$ cat config.mk
export PLATFORM = sky130hd
export DESIGN_NAME = periodic_callback_timer_slots
export DESIGN_NICKNAME = d
export VERILOG_FILES = /design/src/pcts_pkg.sv /design/src/pcts_slot.sv /design/src/pcts_alloc.sv /design/src/periodic_callback_timer_slots.sv
export VERILOG_INCLUDE_DIRS = /design/src /design/src/src
export SDC_FILE = /design/constraint.sdc
export NUM_CORES = 1
export LEC_CHECK = 0
export ABC_CLOCK_PERIOD_IN_PS = 5680
export BUFFER_PORTS_ARGS = -buffer_cell sky130_fd_sc_hd__buf_2
export CAP_MARGIN = 20
export CELL_PAD_IN_SITES_DETAIL_PLACEMENT = 1
export CELL_PAD_IN_SITES_GLOBAL_PLACEMENT = 2
export CORE_MARGIN = 2
export CORE_UTILIZATION = 40
export DETAILED_ROUTE_END_ITERATION = 12
export HOLD_SLACK_MARGIN = 0.05
export PLACE_DENSITY = 0.85
export RECOVER_POWER = 100
export SYNTH_ARGS = -nofsm -noshare
export SYNTH_HDL_FRONTEND = slang
export SYNTH_SLANG_ARGS = --single-unit
$ cat constraint.sdc
create_clock -name clk -period 5.68 [get_ports clk]
set_clock_uncertainty 0.15 [all_clocks]
set_input_delay 0.852 -clock clk [delete_from_list [all_inputs] [get_ports clk]]
set_output_delay 0.852 -clock clk [all_outputs]
set_load 0.01 [all_outputs]
$ cat src/periodic_callback_timer_slots_defines.svh
// Assertion macros for the periodic timer slot table.
// Each macro expects signals named clk and rst_n in the including module.
`ifndef PERIODIC_CALLBACK_TIMER_SLOTS_DEFINES_SVH
`define PERIODIC_CALLBACK_TIMER_SLOTS_DEFINES_SVH

// Same-cycle implication, checked out of reset.
`define PCTS_ASSERT_NOW(label, ante, cons, msg) \
    label: assert property (@(posedge clk) disable iff (!rst_n) (ante) |-> (cons)) \
        else $error(msg);

// Next-cycle implication, checked out of reset.
`define PCTS_ASSERT_NEXT(label, ante, cons, msg) \
    label: assert property (@(posedge clk) disable iff (!rst_n) (ante) |=> (cons)) \
        else $error(msg);

`endif

$ cat src/pcts_pkg.sv
// Shared types and constants for the periodic timer slot table.
// Used by pcts_slot, pcts_alloc and periodic_callback_timer_slots.
`timescale 1ns / 1ps
`default_nettype none

package pcts_pkg;

    localparam int REQ_W      = 2;
    localparam int PERIOD_W   = 16;
    localparam int IDX_W      = 3;
    localparam int MASK_W     = 8;
    localparam int FIELD_SLOTS = 8;

    typedef enum logic [REQ_W-1:0] {
        REQ_TICK     = 2'd0,
        REQ_REGISTER = 2'd1,
        REQ_REMOVE   = 2'd2,
        REQ_NONE     = 2'd3
    } pcts_req_t;

    typedef struct packed {
        logic [REQ_W-1:0]    req_type;
        logic [PERIOD_W-1:0] period_ms;
        logic [IDX_W-1:0]    slot_index;
    } pcts_req_word_t;

    typedef struct packed {
        logic [IDX_W-1:0]  granted_slot;
        logic              table_full;
        logic [MASK_W-1:0] fired_mask;
    } pcts_rsp_word_t;

    typedef struct packed {
        logic tick;
        logic claim;
        logic remove;
    } pcts_slot_ctrl_t;

endpackage

`default_nettype wire

$ cat src/pcts_slot.sv
// One timer slot: busy flag, period and saturating tick counter.
// Depends on pcts_pkg for the slot control struct.
`timescale 1ns / 1ps
`default_nettype none

module pcts_slot #(
    parameter int COUNT_BITS = 16
) (
    input  wire logic                        clk,
    input  wire logic                        rst_n,
    input  wire pcts_pkg::pcts_slot_ctrl_t   ctrl,
    input  wire logic [COUNT_BITS-1:0]       period,
    output logic                             busy,
    output logic                             fire
);
    import pcts_pkg::*;

    logic                  busy_reg;
    logic                  busy_next;
    logic [COUNT_BITS-1:0] period_reg;
    logic [COUNT_BITS-1:0] period_next;
    logic [COUNT_BITS-1:0] count_reg;
    logic [COUNT_BITS-1:0] count_next;
    logic [COUNT_BITS-1:0] count_inc;

    always_comb
    begin
        count_inc = (count_reg == '1) ? count_reg : count_reg + COUNT_BITS'(1);
        fire      = ctrl.tick && busy_reg && (count_inc >= period_reg);

        busy_next   = busy_reg;
        period_next = period_reg;
        count_next  = count_reg;
        if (ctrl.tick)
        begin
            count_next = fire ? '0 : count_inc;
        end
        if (ctrl.claim)
        begin
            busy_next   = 1'b1;
            period_next = period;
            count_next  = '0;
        end
        if (ctrl.remove)
        begin
            busy_next   = 1'b0;
            period_next = '0;
        end
    end

    always_ff @(posedge clk or negedge rst_n)
    begin
        if (!rst_n)
        begin
            busy_reg   <= 1'b0;
            period_reg <= '0;
            count_reg  <= '0;
        end
        else
        begin
            busy_reg   <= busy_next;
            period_reg <= period_next;
            count_reg  <= count_next;
        end
    end

    assign busy = busy_reg;

endmodule

`default_nettype wire

$ cat src/pcts_alloc.sv
// Lowest-free-slot search over the claimable slots, slot 0 excluded.
// Depends on pcts_pkg for field widths.
`timescale 1ns / 1ps
`default_nettype none

module pcts_alloc #(
    parameter int USABLE_SLOTS = 8
) (
    input  wire logic [pcts_pkg::FIELD_SLOTS-1:0] busy,
    output logic [pcts_pkg::IDX_W-1:0]            grant,
    output logic                                  found
);
    import pcts_pkg::*;

    always_comb
    begin
        grant = '0;
        found = 1'b0;
        for (int i = 1; i < FIELD_SLOTS; i++)
        begin
            if ((i < USABLE_SLOTS) && !busy[i] && !found)
            begin
                grant = IDX_W'(i);
                found = 1'b1;
            end
        end
    end

endmodule

`default_nettype wire

$ cat src/periodic_callback_timer_slots.sv
// Top level of the periodic timer slot table: input register, slot cells,
// free-slot search and result register. Depends on pcts_pkg, pcts_slot,
// pcts_alloc and periodic_callback_timer_slots_defines.svh.
//
//   Channel | Valid     | Stall     | Word
//   --------+-----------+-----------+------------------------------
//   request | req_valid | req_stall | req (type, period, slot index)
//   result  | rsp_valid | rsp_stall | rsp (grant, full, fired mask)
//
// One request is taken every cycle while req_stall is low; its result is written from
// the input register into the result register and leaves it while rsp_stall is low.
// All slot cells update in parallel in the cycle a request leaves the input register.
// Reset clears every slot at once, so requests are taken right after reset.
// A stalled result holds the input register, and req_stall rises only then.
`timescale 1ns / 1ps
`default_nettype none
`include "periodic_callback_timer_slots_defines.svh"

module periodic_callback_timer_slots #(
    parameter int NUM_SLOTS  = 8,
    parameter int COUNT_BITS = 16
) (
    input  wire logic                     clk,
    input  wire logic                     rst_n,
    input  wire logic                     req_valid,
    output logic                          req_stall,
    input  wire pcts_pkg::pcts_req_word_t req,
    output logic                          rsp_valid,
    input  wire logic                     rsp_stall,
    output pcts_pkg::pcts_rsp_word_t      rsp
);
    import pcts_pkg::*;

    localparam int USABLE = (NUM_SLOTS < FIELD_SLOTS) ? NUM_SLOTS : FIELD_SLOTS;

    logic                  s1_valid_reg;
    logic                  s1_valid_next;
    pcts_req_word_t        s1_word_reg;
    logic                  rsp_valid_reg;
    logic                  rsp_valid_next;
    pcts_rsp_word_t        rsp_word_reg;
    pcts_rsp_word_t        rsp_word_next;

    logic                  advance;
    logic                  is_tick;
    logic                  is_register;
    logic                  is_remove;
    logic                  remove_ok;
    logic [COUNT_BITS-1:0] period_sat;
    logic [NUM_SLOTS-1:0]  busy_vec;
    logic [NUM_SLOTS-1:0]  fire_vec;
    logic [FIELD_SLOTS-1:0] busy8;
    logic [MASK_W-1:0]     fired8;
    logic [IDX_W-1:0]      grant;
    logic                  found;

    assign advance   = s1_valid_reg && (!rsp_valid_reg || !rsp_stall);
    assign req_stall = s1_valid_reg && !advance;

    always_comb
    begin
        is_tick     = 1'b0;
        is_register = 1'b0;
        is_remove   = 1'b0;
        unique case (s1_word_reg.req_type)
            REQ_TICK:     is_tick = 1'b1;
            REQ_REGISTER: is_register = 1'b1;
            REQ_REMOVE:   is_remove = 1'b1;
            default:      ;
        endcase
    end

    assign remove_ok = ({1'b0, s1_word_reg.slot_index} < (IDX_W + 1)'(USABLE));

    generate
        if (COUNT_BITS >= PERIOD_W)
        begin : g_period_wide
            assign period_sat = COUNT_BITS'(s1_word_reg.period_ms);
        end
        else
        begin : g_period_narrow
            assign period_sat = (|s1_word_reg.period_ms[PERIOD_W-1:COUNT_BITS]) ?
                                '1 : s1_word_reg.period_ms[COUNT_BITS-1:0];
        end
    endgenerate

    generate
        for (genvar i = 0; i < NUM_SLOTS; i++)
        begin : g_slot
            localparam bit Claimable = (i < USABLE);
            pcts_slot_ctrl_t ctrl;

            assign ctrl.tick   = advance && is_tick;
            assign ctrl.claim  = Claimable && advance && is_register && found &&
                                 (int'(grant) == i);
            assign ctrl.remove = Claimable && advance && is_remove && remove_ok &&
                                 (int'(s1_word_reg.slot_index) == i);

            pcts_slot #(
                .COUNT_BITS(COUNT_BITS)
            ) u_slot (
                .clk    (clk),
                .rst_n  (rst_n),
                .ctrl   (ctrl),
                .period (period_sat),
                .busy   (busy_vec[i]),
                .fire   (fire_vec[i])
            );
        end
    endgenerate

    generate
        for (genvar j = 0; j < FIELD_SLOTS; j++)
        begin : g_field
            if (j < NUM_SLOTS)
            begin : g_present
                assign busy8[j]  = busy_vec[j];
                assign fired8[j] = fire_vec[j];
            end
            else
            begin : g_absent
                assign busy8[j]  = 1'b0;
                assign fired8[j] = 1'b0;
            end
        end
    endgenerate

    pcts_alloc #(
        .USABLE_SLOTS(USABLE)
    ) u_alloc (
        .busy  (busy8),
        .grant (grant),
        .found (found)
    );

    always_comb
    begin
        rsp_word_next.granted_slot = (is_register && found) ? grant : '0;
        rsp_word_next.table_full   = is_register && !found;
        rsp_word_next.fired_mask   = is_tick ? fired8 : '0;

        s1_valid_next = req_stall ? s1_valid_reg : req_valid;

        if (advance)
        begin
            rsp_valid_next = 1'b1;
        end
        else
        begin
            rsp_valid_next = rsp_valid_reg && rsp_stall;
        end
    end

    always_ff @(posedge clk or negedge rst_n)
    begin
        if (!rst_n)
        begin
            s1_valid_reg  <= 1'b0;
            rsp_valid_reg <= 1'b0;
        end
        else
        begin
            s1_valid_reg  <= s1_valid_next;
            rsp_valid_reg <= rsp_valid_next;
        end
    end

    always_ff @(posedge clk)
    begin
        if (req_valid && !req_stall)
        begin
            s1_word_reg <= req;
        end
        if (advance)
        begin
            rsp_word_reg <= rsp_word_next;
        end
    end

    assign rsp_valid = rsp_valid_reg;
    assign rsp       = rsp_word_reg;

    `PCTS_ASSERT_NOW(a_slot0_free, 1'b1, !busy8[0], "Reserved slot 0 became busy.")
    `PCTS_ASSERT_NEXT(a_claim_busy, advance && is_register && found,
        busy8[$past(grant)], "Claimed slot is not busy after a register request.")
    `PCTS_ASSERT_NEXT(a_hold_s1, req_stall,
        s1_valid_reg && $stable(s1_word_reg), "Input register changed while held.")

endmodule

`default_nettype wire
==> run summary <==
Yosys reg bits: 299
Avg WL per Cell: 19.7 um
YS warnings: 0
Resized cells post-CTS: 0
Register area share after synthesis: 0.432
Via density per instance: 5.71
Clock sinks: 299
Pin count of the biggest net entering global routing: 92
Area delta synth->final: 10.6%
Layout Nets: 2047
Bufs and invs on worst path: 1
Diode count: 0
Setup TNS: 0 ns
CP Capture Type: flip-flop
Reg2reg setup slack: 1.03 ns
Postcts setup bufs: 0
Crit Path Category: flip-flop to flip-flop
CTS buffer count: 37
Peak supply drop: 251 uV
Total of max-cap violations: 3
Drt pass-1 iters: 5
Cell taking the most area after synthesis: dfrtp_1
Synth top area share: 0.376
Chip height: 214 um
# setup viols final: 0
Synth Area per Inst: 9.53 um2
Hold/Removal Path Class: input pin to flip-flop
Post-Syn Area: 17700 um2
Critical Path AT: 4.93 ns
Final wirelength: 49400 um
Antenna Violating Nets Remaining: 0
Most frequent cell after synthesis: dfrtp_1
Relative slew slack: -0.674
Die W: 214 um
Fill cells: 5066
Fin. Hold Viols: 0
Grt total ovfl: 0
Post-synth top cells: dfrtp_1 (266), nand2_1 (164), inv_1 (157), ha_1 (136), nor2_1 (132)
Vias in the first global route: 15.2k
Synthesized net count: 2018
Routed via count: 14.3k
CP cell instances: nand4_1 -> nor4_1 -> a21oi_1 -> and3_1 -> xor2_1 -> ha_1 -> nand2_1 -> o21a_1 -> o221a_2 -> a31oi_2 -> clkbuf_1 -> nor2_1 -> a221o_1
Power, Total: 7.30 mW
Unique masters post-synth: 77
# DRC: 0
Number of synthesized flops with an enable pin: 33
Final Slew Violations: 224
All-layer global routing usage: 0.221
Core Area: 43900 um2
F_max: 215 MHz
I/O pin cnt: 39
Outcome: complete, but fails checks
CTS max path bufs: 3
LEAKAGE: 9.05 nW
FFs w/ async S/R, synth: 0.890
Actual slew at the worst max-slew pin: 2.51 ns
Die ar.: 45900 um2
Cell family contributing the most delay on the critical path: simple AND/OR/NAND/NOR gates
Fin crit share: 0.819
Cells after Synth: 1857
RSZ-0062 raised after global routing: false
CP startpoint kind: flip-flop
TritonCTS clock tree: built
DRT iter0 DRCs: 773
Layout cells sized above 1: 0.0633
Synth top area cells: dfrtp_1 (38%), ha_1 (9.6%), a22o_1 (6.3%)
Starting density of the core: 0.403
Clk root buf: clkbuf_16
Clk slew on worst S/H paths: 0.06 ns
CP max stage cell: clkbuf_1
Failing checks: max-capacitance violations, max-slew violations
RePlAce Congestion: 0.816
Tmin final: 4.65 ns
First-pass GRT wire length: 81700 um
Post-CTS Hold Fix Bufs: 0
Crit path largest cell delay: 0.79 ns
Clk Latency, worst-skew pair: 0.55 ns
Most common flop cell mapped by yosys: dfrtp_1
Initial antenna violation count: 0
Worst Path Required: 5.96 ns
CTS H-tree depth: 2
Post-DP HPWL: 34600 um
Crit-path max FO: 21
Power density over the cells: 373 nW/um2
Placement row count: 77
Port Buf Inserts: 38
-- layer usage --
metal / vias to the layer above / global-route usage / share of wire
met2: 243 / 0.366 / 0.47
met1: 7242 / 0.297 / 0.46
met5: - / 0 / 0
met3: 74 / 0.0377 / 0.042
met4: 0 / 0.0627 / 0.024
li1: 6737 / - / -
-- final cells by class --
type	instances	area, um2	share of cell area
Clock buffer	48	1030	0.0526
Clock inverter	17	160	0.00819
Inverter	157	589	0.0301
Multi-Input combinational cell	1327	9090	0.465
Sequential cell	299	7650	0.391
Tap cell	592	741	0.0379
Timing Repair Buffer	64	304	0.0155
-- cell usage in the layout (no fill, tap or decap), types with 12 or more instances in the layout --
master	count
a211oi_1	14
a21o_1	20
a21oi_1	98
a22o_1	128
a31oi_1	24
a32o_1	12
and3_1	32
and4_1	15
buf_2	18
clkbuf_1	39
clkbuf_16	38
dfrtp_1	266
edfxtp_1	33
ha_1	136
inv_1	157
mux2_2	14
nand2_1	164
nand2b_1	27
nand3_1	92
nand4_1	37
nor2_1	133
nor3_1	52
nor4_1	15
o21a_1	23
o21ai_0	50
xnor2_1	59
xor2_1	47
-- power by group --
group	switching, mW	internal [mW]	total (mW)
registers	0.397	2.59	2.99
clock network	0.994	1.38	2.37
logic	1.09	0.853	1.94
-- worst paths after layout --
check | from | depth (start not counted) | end
setup / recovery | g_slot[2].u_slot.count_reg[5] | 13 | g_slot[2].u_slot.count_reg[13]
hold / removal | req[5] | 1 | period_sat[2]
setup reg to reg | g_slot[2].u_slot.count_reg[5] | 13 | g_slot[2].u_slot.count_reg[13]
hold reg to reg | s1_valid_reg | 1 | rsp_valid
max in group asynchronous | rst_n | 2 | g_slot[0].u_slot.period_reg[2]
min in group asynchronous | rst_n | 1 | g_slot[3].u_slot.count_reg[1]
-- worst reg2reg max path, cell delays in order, from the launching register on --
cell and delay, ns:
dfrtp_1 0.49, nand4_1 0.25, nor4_1 0.51, a21oi_1 0.29, and3_1 0.29, xor2_1 0.16, ha_1 0.30, nand2_1 0.08
o21a_1 0.18, o221a_2 0.27, a31oi_2 0.18, clkbuf_1 0.79, nor2_1 0.25, a221o_1 0.35
-- metrics by stage --
stage / utilization / worst slack [ns] / area, um2 / std cells / hold WS, ns
3_5_place_dp: 0.421 / 1.09 / 18500 / 2435 / 0.329
6_report: 0.445 / 1.03 / 19600 / 2504 / 0.329
4_1_cts: 0.448 / 1.09 / 19700 / 2500 / 0.189
3_3_place_gp: 0.421 / 1.26 / 18500 / 2435 / 0.312
2_1_floorplan: - / 1.88 / 17700 / 1857 / 0.295
5_1_grt: 0.445 / 0.434 / 19600 / 2504 / 0.309
-- cells by family (layout without fill, tap and decap cells) --
| logic type | Yosys count | in the layout | synth area share |
|---|---|---|---|
| buf+inv | 231 | 286 | 0.0534 |
| flops | 299 | 299 | 0.432 |
| mux | 19 | 19 | 0.0118 |
| fa+ha+maj | 136 | 136 | 0.0962 |
| xor+xnor | 106 | 106 | 0.0525 |
| simple gates | 628 | 628 | 0.174 |
| compound gates | 438 | 438 | 0.180 |
Note: power is estimated with default switching activity, not from simulation.
